File: config.mk
export PLATFORM = sky130hd
export DESIGN_NAME = one_wire_temperature_reader_core_flat
export DESIGN_NICKNAME = d
export VERILOG_FILES = /design/src/owtr_pkg.sv /design/src/owtr_stream_if.sv /design/src/one_wire_temperature_reader_core.sv /design/src/owtr_seq.sv /design/src/flat_wrapper.sv
export SDC_FILE = /design/constraint.sdc
export NUM_CORES = 1
export LEC_CHECK = 0
export ABC_CLOCK_PERIOD_IN_PS = 6200
export BUFFER_PORTS_ARGS = -buffer_cell sky130_fd_sc_hd__buf_2
export CAP_MARGIN = 20
export CORE_MARGIN = 2
export CORE_UTILIZATION = 47
export CTS_BUF_LIST = sky130_fd_sc_hd__clkbuf_16
export CTS_CLUSTER_DIAMETER = 30
export CTS_CLUSTER_SIZE = 14
export DETAILED_ROUTE_END_ITERATION = 10
export HOLD_SLACK_MARGIN = 0.08
export PLACE_DENSITY = 0.66
export RECOVER_POWER = 50
export REMOVE_ABC_BUFFERS = 1
export SLEW_MARGIN = 20
export SYNTH_ARGS = -nofsm -noshare
export SYNTH_HDL_FRONTEND = slang
export SYNTH_SLANG_ARGS = --single-unit
File: constraint.sdc
create_clock -name clk -period 6.2 [get_ports clk]
set_input_delay 1.24 -clock clk [delete_from_list [all_inputs] [get_ports clk]]
set_output_delay 1.24 -clock clk [all_outputs]
set_load 0.01 [all_outputs]
File: src/owtr_pkg.sv
// Shared types and constants for the one-wire temperature reader.
// Holds the tick and status payloads, the configuration record and register indexes.
// No dependencies.
package owtr_pkg;

	localparam int SCRATCH_READ_BYTES_DEF = 8;
	localparam int TICK_COUNT_WIDTH_DEF = 16;

	localparam int CFG_INDEX_W = 3;
	localparam int CFG_DATA_W = 16;

	localparam logic [7:0] CMD_SKIP_ROM = 8'hCC;
	localparam logic [7:0] CMD_CONVERT = 8'h44;
	localparam logic [7:0] CMD_READ_SCRATCH = 8'hBE;

	localparam logic [9:0] RESET_LOW_DEF = 10'd500;
	localparam logic [7:0] PRESENCE_WINDOW_DEF = 8'd80;
	localparam logic [9:0] RELEASE_WAIT_DEF = 10'd300;
	localparam logic [7:0] WRITE_SLOT_DEF = 8'd70;
	localparam logic [5:0] READ_SAMPLE_DEF = 6'd15;
	localparam logic [7:0] READ_RECOVER_DEF = 8'd60;
	localparam logic [15:0] POLL_INTERVAL_DEF = 16'd10000;
	localparam logic [7:0] POLL_LIMIT_DEF = 8'd100;

	typedef enum logic [CFG_INDEX_W-1:0] {
		REG_RESET_LOW = 3'd0,
		REG_PRESENCE_WINDOW = 3'd1,
		REG_RELEASE_WAIT = 3'd2,
		REG_WRITE_SLOT = 3'd3,
		REG_READ_SAMPLE = 3'd4,
		REG_READ_RECOVER = 3'd5,
		REG_POLL_INTERVAL = 3'd6,
		REG_POLL_LIMIT = 3'd7
	} reg_index_t;

	typedef struct packed {
		logic [9:0] reset_low_ticks;
		logic [7:0] presence_window_ticks;
		logic [9:0] release_wait_ticks;
		logic [7:0] write_slot_ticks;
		logic [5:0] read_sample_ticks;
		logic [7:0] read_recover_ticks;
		logic [15:0] poll_interval_ticks;
		logic [7:0] poll_limit;
	} cfg_t;

	typedef struct packed {
		logic start_req;
		logic line_level;
	} tick_item_t;

	typedef struct packed {
		logic drive_low;
		logic busy_res;
		logic done_res;
		logic [7:0] temperature;
		logic presence_seen;
		logic timed_out;
	} status_item_t;

endpackage

File: src/owtr_stream_if.sv
// Valid/ready channel carrying one payload per request.
// Depends on nothing; the payload type is given by the user.
interface owtr_stream_if #(
	parameter type payload_t = logic
);
	logic valid;
	logic ready;
	payload_t payload;

	modport source (output valid, output payload, input ready);
	modport sink (input valid, input payload, output ready);
endinterface

File: src/one_wire_temperature_reader_core.sv
// Top level of the one-wire temperature reader: configuration registers,
// tick channel, sequencer and registered status channel.
// Depends on owtr_pkg, owtr_stream_if and owtr_seq.
//
//   channel  direction  payload
//   tick     in         start_req, line_level (one bus microsecond each)
//   status   out        drive_low, busy_res, done_res, temperature,
//                       presence_seen, timed_out
//   cfg      in         cfg_we, cfg_index, cfg_data (write only)
//
// Each tick request yields exactly one status request, registered in the cycle after the tick is accepted.
// A new tick is taken every cycle while the status register is empty or
// being emptied in the same cycle; a stalled status holds ticks off.
// Reset returns the sequencer to idle and the configuration registers to their defaults.
module one_wire_temperature_reader_core
	import owtr_pkg::*;
#(
	parameter int SCRATCH_READ_BYTES = SCRATCH_READ_BYTES_DEF,
	parameter int TICK_COUNT_WIDTH = TICK_COUNT_WIDTH_DEF
) (
	input  logic clk,
	input  logic arst_n,
	input  logic cfg_we,
	input  logic [CFG_INDEX_W-1:0] cfg_index,
	input  logic [CFG_DATA_W-1:0] cfg_data,
	owtr_stream_if.sink tick,
	owtr_stream_if.source status
);

	cfg_t cfg_q;
	status_item_t res_next;
	status_item_t status_q;
	logic status_valid_q;
	logic accept;

	assign tick.ready = !status_valid_q || status.ready;
	assign accept = tick.valid && tick.ready;
	assign status.valid = status_valid_q;
	assign status.payload = status_q;

	owtr_seq #(
		.SCRATCH_READ_BYTES(SCRATCH_READ_BYTES),
		.TICK_COUNT_WIDTH(TICK_COUNT_WIDTH)
	) u_seq (
		.clk(clk),
		.arst_n(arst_n),
		.step_en(accept),
		.item(tick.payload),
		.cfg(cfg_q),
		.result(res_next)
	);

	always_ff @(posedge clk or negedge arst_n) begin
		if (!arst_n) begin
			cfg_q.reset_low_ticks <= RESET_LOW_DEF;
			cfg_q.presence_window_ticks <= PRESENCE_WINDOW_DEF;
			cfg_q.release_wait_ticks <= RELEASE_WAIT_DEF;
			cfg_q.write_slot_ticks <= WRITE_SLOT_DEF;
			cfg_q.read_sample_ticks <= READ_SAMPLE_DEF;
			cfg_q.read_recover_ticks <= READ_RECOVER_DEF;
			cfg_q.poll_interval_ticks <= POLL_INTERVAL_DEF;
			cfg_q.poll_limit <= POLL_LIMIT_DEF;
		end else if (cfg_we) begin
			unique case (reg_index_t'(cfg_index))
				REG_RESET_LOW: cfg_q.reset_low_ticks <= cfg_data[9:0];
				REG_PRESENCE_WINDOW: cfg_q.presence_window_ticks <= cfg_data[7:0];
				REG_RELEASE_WAIT: cfg_q.release_wait_ticks <= cfg_data[9:0];
				REG_WRITE_SLOT: cfg_q.write_slot_ticks <= cfg_data[7:0];
				REG_READ_SAMPLE: cfg_q.read_sample_ticks <= cfg_data[5:0];
				REG_READ_RECOVER: cfg_q.read_recover_ticks <= cfg_data[7:0];
				REG_POLL_INTERVAL: cfg_q.poll_interval_ticks <= cfg_data;
				REG_POLL_LIMIT: cfg_q.poll_limit <= cfg_data[7:0];
				default: cfg_q <= cfg_q;
			endcase
		end
	end

	always_ff @(posedge clk or negedge arst_n) begin
		if (!arst_n) begin
			status_valid_q <= 1'b0;
		end else if (accept) begin
			status_valid_q <= 1'b1;
		end else if (status.ready) begin
			status_valid_q <= 1'b0;
		end
	end

	always_ff @(posedge clk) begin
		if (accept) begin
			status_q <= res_next;
		end
	end

endmodule

File: src/owtr_seq.sv
// Bus sequencer: reset, presence, command writes, status polls and scratchpad reads.
// Advances one tick per accepted request and gives the status for that tick.
// Depends on owtr_pkg.
module owtr_seq
	import owtr_pkg::*;
#(
	parameter int SCRATCH_READ_BYTES = SCRATCH_READ_BYTES_DEF,
	parameter int TICK_COUNT_WIDTH = TICK_COUNT_WIDTH_DEF
) (
	input  logic clk,
	input  logic arst_n,
	input  logic step_en,
	input  tick_item_t item,
	input  cfg_t cfg,
	output status_item_t result
);

	localparam int TW = TICK_COUNT_WIDTH;
	localparam int CW = (TW > 17) ? TW : 17;
	localparam logic [TW-1:0] TC_MAX = '1;
	localparam logic [CW-1:0] TC_MAX_X = CW'(TC_MAX);
	localparam logic [CW-1:0] LOW_TICKS = CW'(2);
	localparam logic [3:0] LAST_BYTE = 4'(SCRATCH_READ_BYTES);

	typedef enum logic [3:0] {
		PH_IDLE, PH_RST_A, PH_PRES_A, PH_REL_A, PH_WR_SKIP_A, PH_WR_CONV,
		PH_POLL_READ, PH_POLL_GAP, PH_RST_B, PH_PRES_B, PH_REL_B, PH_WR_SKIP_B,
		PH_WR_SCRATCH, PH_READ_SP
	} phase_t;

	function automatic logic [CW-1:0] clip(input logic [CW-1:0] v);
		return (v > TC_MAX_X) ? TC_MAX_X : v;
	endfunction

	phase_t phase_q, n_phase;
	logic [TW-1:0] tick_q, n_tick, tick_inc;
	logic [2:0] bit_q, n_bit;
	logic [7:0] shift_q, n_shift, rd_shift;
	logic [3:0] byte_q, n_byte;
	logic [7:0] poll_q, n_poll;
	logic [7:0] low_q, n_low;
	logic [3:0] hi_q, n_hi;
	logic pres_q, n_pres;

	logic [CW-1:0] lim_rst, lim_pres, lim_rel, lim_wr, lim_rd, lim_gap, lim_sel;
	logic [CW-1:0] sample_at, wr_drive_end, n_tick_x;
	logic hit, last_bit, done, tout;
	logic [7:0] temp;

	always_comb begin
		lim_rst = clip(CW'(cfg.reset_low_ticks));
		lim_pres = clip(CW'(cfg.presence_window_ticks));
		lim_rel = clip(CW'(cfg.release_wait_ticks));
		lim_wr = clip(CW'(cfg.write_slot_ticks) + CW'(3));
		lim_rd = clip(CW'(cfg.read_sample_ticks) + CW'(cfg.read_recover_ticks) + CW'(2));
		lim_gap = clip(CW'(cfg.poll_interval_ticks));
		sample_at = CW'(cfg.read_sample_ticks) + CW'(1);
		wr_drive_end = CW'(cfg.write_slot_ticks) + CW'(2);
	end

	always_comb begin
		unique case (phase_q)
			PH_RST_A, PH_RST_B: lim_sel = lim_rst;
			PH_PRES_A, PH_PRES_B: lim_sel = lim_pres;
			PH_WR_SKIP_A, PH_WR_CONV, PH_WR_SKIP_B, PH_WR_SCRATCH: lim_sel = lim_wr;
			PH_POLL_READ, PH_READ_SP: lim_sel = lim_rd;
			PH_POLL_GAP: lim_sel = lim_gap;
			default: lim_sel = lim_rst;
		endcase
	end

	always_comb begin
		tick_inc = (tick_q == TC_MAX) ? tick_q : tick_q + 1'b1;
		hit = CW'(tick_inc) >= lim_sel;
		last_bit = (bit_q == 3'd7);
		rd_shift = (CW'(tick_q) == sample_at) ? {item.line_level, shift_q[7:1]} : shift_q;

		n_phase = phase_q;
		n_tick = tick_q;
		n_bit = bit_q;
		n_shift = shift_q;
		n_byte = byte_q;
		n_poll = poll_q;
		n_low = low_q;
		n_hi = hi_q;
		n_pres = pres_q;
		done = 1'b0;
		tout = 1'b0;
		temp = 8'd0;

		unique case (phase_q)
			PH_IDLE: begin
				if (item.start_req) begin
					n_phase = PH_RST_A;
					n_tick = '0;
					n_pres = 1'b0;
				end
			end
			PH_RST_A, PH_RST_B: begin
				n_tick = tick_inc;
				if (hit) begin
					n_phase = (phase_q == PH_RST_A) ? PH_PRES_A : PH_PRES_B;
					n_tick = '0;
				end
			end
			PH_PRES_A, PH_PRES_B: begin
				if (!item.line_level) begin
					n_pres = 1'b1;
					n_phase = (phase_q == PH_PRES_B) ? PH_REL_B : PH_REL_A;
					n_tick = '0;
				end else begin
					n_tick = tick_inc;
					if (hit) begin
						n_phase = (phase_q == PH_PRES_B) ? PH_WR_SKIP_B : PH_WR_SKIP_A;
						n_shift = CMD_SKIP_ROM;
						n_bit = '0;
						n_tick = '0;
					end
				end
			end
			PH_REL_A, PH_REL_B: begin
				if (item.line_level || (CW'(tick_q) >= lim_rel)) begin
					n_phase = (phase_q == PH_REL_B) ? PH_WR_SKIP_B : PH_WR_SKIP_A;
					n_shift = CMD_SKIP_ROM;
					n_bit = '0;
					n_tick = '0;
				end else begin
					n_tick = tick_inc;
				end
			end
			PH_WR_SKIP_A, PH_WR_CONV, PH_WR_SKIP_B, PH_WR_SCRATCH: begin
				n_tick = tick_inc;
				if (hit) begin
					n_shift = {1'b0, shift_q[7:1]};
					n_bit = bit_q + 3'd1;
					n_tick = '0;
					if (last_bit) begin
						unique case (phase_q)
							PH_WR_SKIP_A: begin
								n_phase = PH_WR_CONV;
								n_shift = CMD_CONVERT;
							end
							PH_WR_CONV: begin
								n_phase = PH_POLL_READ;
								n_shift = 8'd0;
								n_poll = 8'd0;
							end
							PH_WR_SKIP_B: begin
								n_phase = PH_WR_SCRATCH;
								n_shift = CMD_READ_SCRATCH;
							end
							default: begin
								n_phase = PH_READ_SP;
								n_shift = 8'd0;
								n_byte = 4'd0;
							end
						endcase
					end
				end
			end
			PH_POLL_READ: begin
				n_shift = rd_shift;
				n_tick = tick_inc;
				if (hit) begin
					n_bit = bit_q + 3'd1;
					n_tick = '0;
					if (last_bit) begin
						if (rd_shift != 8'd0) begin
							n_phase = PH_RST_B;
							n_pres = 1'b0;
						end else begin
							n_poll = poll_q + 8'd1;
							if (n_poll >= cfg.poll_limit) begin
								n_phase = PH_IDLE;
								done = 1'b1;
								tout = 1'b1;
							end else begin
								n_phase = PH_POLL_GAP;
							end
						end
					end
				end
			end
			PH_POLL_GAP: begin
				n_tick = tick_inc;
				if (hit) begin
					n_phase = PH_POLL_READ;
					n_shift = 8'd0;
					n_bit = '0;
					n_tick = '0;
				end
			end
			PH_READ_SP: begin
				n_shift = rd_shift;
				n_tick = tick_inc;
				if (hit) begin
					n_bit = bit_q + 3'd1;
					n_tick = '0;
					if (last_bit) begin
						if (byte_q == 4'd0) begin
							n_low = rd_shift;
						end else if (byte_q == 4'd1) begin
							n_hi = rd_shift[3:0];
						end
						n_byte = byte_q + 4'd1;
						n_shift = 8'd0;
						if (n_byte >= LAST_BYTE) begin
							n_phase = PH_IDLE;
							done = 1'b1;
							temp = {n_hi, n_low[7:4]};
						end
					end
				end
			end
			default: begin
				n_phase = PH_IDLE;
				n_tick = '0;
			end
		endcase
	end

	always_comb begin
		n_tick_x = CW'(n_tick);
		result.drive_low = 1'b0;
		unique case (n_phase)
			PH_RST_A, PH_RST_B: result.drive_low = 1'b1;
			PH_WR_SKIP_A, PH_WR_CONV, PH_WR_SKIP_B, PH_WR_SCRATCH: begin
				if (n_tick_x < LOW_TICKS) begin
					result.drive_low = 1'b1;
				end else if (n_tick_x < wr_drive_end) begin
					result.drive_low = ~n_shift[0];
				end
			end
			PH_POLL_READ, PH_READ_SP: result.drive_low = (n_tick_x < LOW_TICKS);
			default: result.drive_low = 1'b0;
		endcase
		result.busy_res = (n_phase != PH_IDLE);
		result.done_res = done;
		result.temperature = temp;
		result.presence_seen = n_pres;
		result.timed_out = tout;
	end

	always_ff @(posedge clk or negedge arst_n) begin
		if (!arst_n) begin
			phase_q <= PH_IDLE;
			tick_q <= '0;
			bit_q <= '0;
			shift_q <= '0;
			byte_q <= '0;
			poll_q <= '0;
			low_q <= '0;
			hi_q <= '0;
			pres_q <= 1'b0;
		end else if (step_en) begin
			phase_q <= n_phase;
			tick_q <= n_tick;
			bit_q <= n_bit;
			shift_q <= n_shift;
			byte_q <= n_byte;
			poll_q <= n_poll;
			low_q <= n_low;
			hi_q <= n_hi;
			pres_q <= n_pres;
		end
	end

`ifndef SYNTHESIS
	// A timed-out sequence reports completion with a zero reading.
	a_timeout_zero: assert property (@(posedge clk) disable iff (!arst_n)
		result.timed_out |-> result.done_res && (result.temperature == 8'd0))
		else $error("timeout without done or with a nonzero reading");

	// A start request taken while idle begins the first reset pulse.
	a_start: assert property (@(posedge clk) disable iff (!arst_n)
		step_en && (phase_q == PH_IDLE) && item.start_req |=> phase_q == PH_RST_A)
		else $error("start request did not begin a reset pulse");

	// Completion always returns the sequencer to idle.
	a_done_idle: assert property (@(posedge clk) disable iff (!arst_n)
		step_en && result.done_res |=> phase_q == PH_IDLE)
		else $error("sequencer not idle after completion");

	// Without a request the sequencer holds its place.
	a_hold: assert property (@(posedge clk) disable iff (!arst_n)
		!step_en |=> $stable(phase_q) && $stable(tick_q) && $stable(bit_q))
		else $error("sequencer moved without a request");
`endif

endmodule

File: src/flat_wrapper.sv
// flat-port wrapper written by rule: the top's interface ports become plain ports
module one_wire_temperature_reader_core_flat import owtr_pkg::*;
#(
	parameter int SCRATCH_READ_BYTES = SCRATCH_READ_BYTES_DEF,
	parameter int TICK_COUNT_WIDTH = TICK_COUNT_WIDTH_DEF
)
  (clk, arst_n, cfg_we, cfg_index, cfg_data, tick_valid, tick_payload, tick_ready, status_valid, status_payload, status_ready);
  owtr_stream_if #(.payload_t(tick_item_t)) tick_i ();
  owtr_stream_if #(.payload_t(status_item_t)) status_i ();
  input  logic clk;
  input  logic arst_n;
  input  logic cfg_we;
  input  logic [CFG_INDEX_W-1:0] cfg_index;
  input  logic [CFG_DATA_W-1:0] cfg_data;
  input wire logic [$bits(tick_i.valid)-1:0] tick_valid;
  input wire logic [$bits(tick_i.payload)-1:0] tick_payload;
  output wire logic [$bits(tick_i.ready)-1:0] tick_ready;
  output wire logic [$bits(status_i.valid)-1:0] status_valid;
  output wire logic [$bits(status_i.payload)-1:0] status_payload;
  input wire logic [$bits(status_i.ready)-1:0] status_ready;
  assign tick_i.valid = tick_valid;
  assign tick_i.payload = tick_payload;
  assign tick_ready = tick_i.ready;
  assign status_valid = status_i.valid;
  assign status_payload = status_i.payload;
  assign status_i.ready = status_ready;
  one_wire_temperature_reader_core #(.SCRATCH_READ_BYTES(SCRATCH_READ_BYTES), .TICK_COUNT_WIDTH(TICK_COUNT_WIDTH)) u_core (.clk(clk), .arst_n(arst_n), .cfg_we(cfg_we), .cfg_index(cfg_index), .cfg_data(cfg_data), .tick(tick_i), .status(status_i));
endmodule
==> metrics.cfg, run 1 <==
[detailed_routing]
drt_iter0_markers=603
wl_met2_mm=11.6
vias=7931
viasPerCell=5.91
highest_layer=met4
drt-wirelength-per-cell_um=19.0
dr.pass1.iters=5
m1WireLength_mm=12.0
ant_nets=0
drt-total-wl_mm=25.5
dr_wl_met3_mm=1.28
drc=0

[placed_design]
gp_congestion=1.00
dp_hpwl_mm=18.8
io_buffers=40

[power_and_ir_drop]
power_uw=4040
peakVddDrop_mv=0.238
powerDensity_nw_per_um2=375
p_leak_uw=0.00475

[cts]
clock-root-buffer=clkbuf_16
cts.clk_slew.worst_paths_ns=0.07
cts_tree=done
htreeDepth=4
cts.sinks=140
clk_latency_ns=0.44
clk_path_buf_depth=2
cts_made_buffers=17

[setup_path]
slowest_stage=dfstp_2
cpPeakStageDelay_ns=0.54
critPathArrivalTime_ns=6.14
crit_type=reg2reg
cp-start-kind=flop
r2r-end=u_core.status.payload[12]
r2r-start=u_core.cfg_q[33]
crit_fanout=6
worstPathRequired_ns=6.38
worstRegToRegCells=30
r2r_slack_ns=0.24
cp-end-kind=flop

[sta]
whs_ns=0.480
slew_headroom_pct=-110
max_freq_mhz=168
rsz0062_at_grt=yes
finClkSkew_ns=0.0139
finalSetupViolCount=0
drv_slew=59
worst_pin_slew_ns=3.16
setup-tns-final_ns=0
period_share_pct=96.2
fin_crit_ns=5.96
hold_violations=0

[synthesis]
netlist_instances=998
synth-edff-count=13
yosysSeqAreaShare_pct=38.5
ys_warn_count=0
avgSynthCellArea_um2=9.38
async_flop_share_pct=90.7
yosysUniqueCellTypes=85
ys.flop_type=dfrtp_1
ys_ff_latch=140
synth_area_um2=9370

[global_routing]
grt_pass1_wl_mm=41.3
antenna_found_initial=0
grt_max_degree=59
grt_usage_pct=24.5
grt_pass1_vias=7684
grt_overflow_total=0

[outcome]
violations=capacitance limit, slew limit
status=finished, violations left

[hold_path]
holdPathStages=2
min-delay-start=u_core.u_seq.low_q[5]
holdPathEnd=u_core.u_seq.low_q[5]
hold_class=reg2reg

[finish]
layout-drive-gt1-share_pct=23.8
fin_util_pct=55.3
area_delta_synth_final_pct=15.2
fin_nets=1157
antenna_cells=0

[floorplan]
num_rows=51
pin_count=41
dieArea_um2=21100
start_util_pct=48.0
die_h_um=145
core_area_um2=19500
die_w_um=145

[job]
cap_viol_max_count=1

-- critical path: cells and delay by family, from the launching register on --
| family | cells | cell delay [ns] |
|---|---|---|
| AOI/OAI and AO/OA | 12 | 1.79 |
| and+or+nand+nor | 8 | 1.60 |
| DFF | 1 | 0.54 |
| buffers and inverters | 4 | 0.29 |
| xor gates and xnor gates | 1 | 0.14 |
| adders and majority gates | 5 | 1.32 |
-- report_power, final --
| part | internal, µW | switching, µW | leakage, µW |
|---|---|---|---|
| clock | 557 | 434 | 0.000280 |
| combinational | 768 | 1020 | 0.00277 |
| sequential | 1130 | 136 | 0.00169 |
| total | 2450 | 1590 | 0.00475 |
-- cell usage after synthesis, types with 12 or more instances --
master      n  share of area, %
nor2b_1    16               1.1
clkbuf_1   25               1.0
a21oi_1    34               1.8
nor3_1     21               1.1
xnor2_1    19               1.8
edfxtp_1   13               4.2
nand2b_1   15               1.0
dfstp_2    31               8.7
nand3_1    33               1.8
a22o_1     12               1.1
inv_1      36               1.4
a211oi_1   15               1.2
mux2_2     70               8.4
nand4_1    16               1.1
ha_1       65               8.7
o21ai_0    78               4.2
nor4_1     13              0.87
dfrtp_1    96                26
nor2_1     59               2.4
nand2_1   136               5.5
xor2_1     21               2.0
-- registers in the layout, summed over array words and instances (netlist names) --
name                   cells
u_core.status.valid        1
u_core.u_seq.tick_q       16
u_core.u_seq.low_q         4
u_core.u_seq.shift_q       8
u_core.status.payload     13
u_core.u_seq.phase_q       4
u_core.u_seq.hi_q          4
u_core.u_seq.pres_q        1
u_core.u_seq.poll_q        8
u_core.u_seq.byte_q        4
u_core.cfg_q              74
u_core.u_seq.bit_q         3
-- cell families after synthesis --
group / after synthesis / share of synthesized area (%)
buffers and inverters: 79 / 3.45
flip-flops: 140 / 38.5
multiplexers: 78 / 9.27
XOR/XNOR: 40 / 3.74
AND/OR/NAND/NOR: 358 / 18.9
adder cells (fa/ha/maj): 66 / 8.90
AO/OA/AOI/OAI: 237 / 17.3
-- layout by cell type (no fill, tap or decap), types with 9 or more instances in the layout --
cell	instances
nor2_1	59
xor2_1	21
edfxtp_1	13
nand3_1	33
a22o_1	12
buf_2	34
nand2_1	135
a211oi_1	14
nor2b_1	16
dfrtp_1	96
and3_1	9
o21ai_0	73
buf_4	45
mux2_2	70
nand2b_1	14
inv_1	35
a21oi_1	31
clkbuf_1	10
dfstp_2	31
clkbuf_16	17
a21o_1	11
ha_1	61
nand4_1	16
xnor2_1	19
nor4_1	13
nor3_1	20
-- worst max-delay path by stage --
stage	endpoint	startpoint	depth (start not counted)	slack, ns
after CTS	u_core.status.payload[12]	u_core.cfg_q[33]	31	0.005
after global placement	u_core.status.payload[12]	u_core.cfg_q[33]	31	0.06
after global routing	u_core.status.payload[12]	u_core.cfg_q[33]	31	-0.06
after detailed placement	u_core.status.payload[12]	u_core.cfg_q[33]	31	-0.008
after floorplan	u_core.status.payload[12]	u_core.cfg_q[33]	30	0.01
final	u_core.status.payload[12]	u_core.cfg_q[33]	30	0.24
-- per-layer routing --
layer	vias up	GRT usage, %
met5	-	0
met4	0	8.48
met3	43	4.40
met2	245	38.5
met1	3857	34.2
li1	3786	-
-- layout make-up --
type                       instances  area (µm²)
tap                              265         332
sequential                       140        3610
clock buffer                      17         425
fill                            1781        8730
clock inverter                    15         134
multi-input combinational        779        5600
inverter                          37         141
timing repair buffer              90         557
-- metrics by stage --
step	std cells	worst slack, ns	area [µm²]
after floorplan	956	0.0144	9180
final	1343	0.235	10800
after global routing	1343	-0.0609	10800
after CTS	1338	0.00523	10600
after global placement	1305	0.0603	10100
after detailed placement	1306	-0.00757	10100
-- what timing repair did --
item / in CTS / in global routing
pin swaps: 0 / 24
setup buffers: 0 / 4
hold buffers: 0 / 0
endpoints found under the hold margin: 0 / 0
gates cloned: 0 / 1
gates resized for setup: 2 / 37
endpoints found under the setup margin: 1 / 1
Power figures use the tool's default switching activity.
==> run 2: changes to the inputs <==
--- a/config.mk
+++ b/config.mk
@@ -5,17 +5,16 @@
 export SDC_FILE = /design/constraint.sdc
 export NUM_CORES = 1
 export LEC_CHECK = 0
-export ABC_CLOCK_PERIOD_IN_PS = 6200
+export ABC_CLOCK_PERIOD_IN_PS = 7600
 export BUFFER_PORTS_ARGS = -buffer_cell sky130_fd_sc_hd__buf_2
 export CAP_MARGIN = 20
-export CORE_MARGIN = 2
 export CORE_UTILIZATION = 47
 export CTS_BUF_LIST = sky130_fd_sc_hd__clkbuf_16
 export CTS_CLUSTER_DIAMETER = 30
 export CTS_CLUSTER_SIZE = 14
 export DETAILED_ROUTE_END_ITERATION = 10
+export GPL_ROUTABILITY_DRIVEN = 0
 export HOLD_SLACK_MARGIN = 0.08
-export PLACE_DENSITY = 0.66
 export RECOVER_POWER = 50
 export REMOVE_ABC_BUFFERS = 1
 export SLEW_MARGIN = 20
==> constraint.sdc (replaced) <==
create_clock -name clk -period 7.6 [get_ports clk]
set_input_delay 1.52 -clock clk [delete_from_list [all_inputs] [get_ports clk]]
set_output_delay 1.52 -clock clk [all_outputs]
set_load 0.01 [all_outputs]
==> run 2 against run 1 <==
Net effect: the run still ends with capacitance limit, slew limit left; routed wire length is 3.4% lower; clock-buffer cell count grew 1; utilization fell by 2.3 points; highest routed layer unchanged; critical endpoint unchanged; die area is 2.7% lower; non-clock buffer count down 36.
==> metrics.cfg, run 2 (synthesis gave the netlist of run 1 again) <==
[sta]
finalSetupViolCount=0
setup-tns-final_ns=0
whs_ns=0.482
worst_pin_slew_ns=2.76
period_share_pct=87.1
rsz0062_at_grt=no
max_freq_mhz=151
finClkSkew_ns=0.0102
drv_slew=130
fin_crit_ns=6.62
hold_violations=0
slew_headroom_pct=-83.7

[setup_path]
crit_fanout=11
cpPeakStageDelay_ns=0.56
slowest_stage=dfstp_2
worstRegToRegCells=32
r2r_slack_ns=0.98
cp-end-kind=flop
worstPathRequired_ns=7.88
crit_top_cell=o21ai_0
r2r-start=u_core.cfg_q[33]
crit_type=reg2reg
cp-start-kind=flop
critPathArrivalTime_ns=6.90
r2r-end=u_core.status.payload[12]

[detailed_routing]
drt_iter0_markers=676
viasPerCell=5.87
vias=7665
dr.pass1.iters=5
drt-wirelength-per-cell_um=18.9
drt-total-wl_mm=24.7
drc=0
ant_nets=0

[cts]
cts_made_buffers=17
cts_tree=done
cts.clk_slew.worst_paths_ns=0.06
cts.sinks=140
cts_resized=0
post_cts_buffers=0
htreeDepth=4
clk_latency_ns=0.44
clk_path_buf_depth=2
clock-root-buffer=clkbuf_16
hold_buffers=0

[hold_path]
hold_class=reg2reg
min-delay-start=u_core.u_seq.low_q[7]
holdPathEnd=u_core.u_seq.low_q[7]
holdPathStages=2

[placed_design]
place_area_um2=9830
io_buffers=40
dp_hpwl_mm=18.1

[outcome]
violations=capacitance limit, slew limit
status=finished, violations left

[global_routing]
antenna_found_initial=0
grt_max_degree=81
grt_pass1_vias=7256
grt_overflow_total=0
grt_usage_pct=25.6
grt_pass1_wl_mm=39.5

[floorplan]
core_area_um2=19500
num_rows=51
start_util_pct=48.0
dieArea_um2=20500
pin_count=41
die_h_um=143
die_w_um=143

[power_and_ir_drop]
p_leak_uw=0.00453
peakVddDrop_mv=0.206
powerDensity_nw_per_um2=295

[finish]
layout.cells.most_common_list=136 x nand2_1, 96 x dfrtp_1, 78 x o21ai_0
largest_reg_flops=74
regMostFlops=u_core.cfg_q
layout-drive-gt1-share_pct=19.1
fin_nets=1121
area_delta_synth_final_pct=10.4
fin_area_um2=10300
antenna_cells=0
mostFrequentLayoutCell=nand2_1

[job]
cap_viol_max_count=2

run 2: changes by cell type in the layout (fill, tap and decap cells not counted), moves of 4 or more:
| cell | before | now |
|---|---|---|
| buf_4 | 45 | 9 |
| o21ai_0 | 73 | 78 |
| ha_1 | 61 | 65 |
| ha_4 | 4 | 0 |
| inv_6 | 5 | 1 |
run 2: worst max-delay path: cells and delay by family (launching register included):
family,cells,cell delay (ns)
compound gates,15,2.54
fa+ha+maj,5,1.49
simple gates,7,1.37
flops,1,0.56
buf+inv,4,0.37
xor+xnor,1,0.15
run 2: cell type report:
type	instances	area, µm²
Timing Repair Buffer	54	284
Sequential cell	140	3610
Clock buffer	18	450
Fill cell	1871	9190
Tap cell	265	332
Multi-Input combinational cell	779	5450
Inverter	37	139
Clock inverter	13	77.6
run 2: where the power goes:
| group | total, µW | switching, µW | internal, µW | leakage (µW) |
|---|---|---|---|---|
| Clock | 758 | 329 | 429 | 0.000265 |
| Sequential | 1070 | 153 | 918 | 0.00169 |
| Combinational | 1220 | 715 | 506 | 0.00257 |
| Total | 3050 | 1200 | 1850 | 0.00453 |
run 2: layer usage:
layer	up-vias	global-route usage [%]	share of wire, %
met5	-	0	0
met3	39	4.53	4.3
met2	205	40.3	45
met4	0	9.34	2.5
li1	3722	-	-
met1	3699	35.2	48
run 2: worst max-delay path by stage:
stage,end,start,cells past startpoint
after floorplan,u_core.status.payload[12],u_core.cfg_q[33],30
after global placement,u_core.status.payload[12],u_core.cfg_q[33],31
after detailed placement,u_core.status.payload[12],u_core.cfg_q[33],31
after CTS,u_core.status.payload[12],u_core.cfg_q[33],31
after global routing,u_core.status.payload[12],u_core.u_seq.phase_q[2],24
final,u_core.status.payload[12],u_core.cfg_q[33],32
run 2: per-stage QoR:
step	power (µW)	util (%)	instances	setup WS, ns
finish	3050	52.9	1306	0.979
global route	3250	52.9	1306	0.435
CTS	3050	53.1	1306	1.06
detailed placement	2280	50.4	1275	1.08
global placement	2270	50.3	1275	1.22
floorplan	1910	-	956	1.41
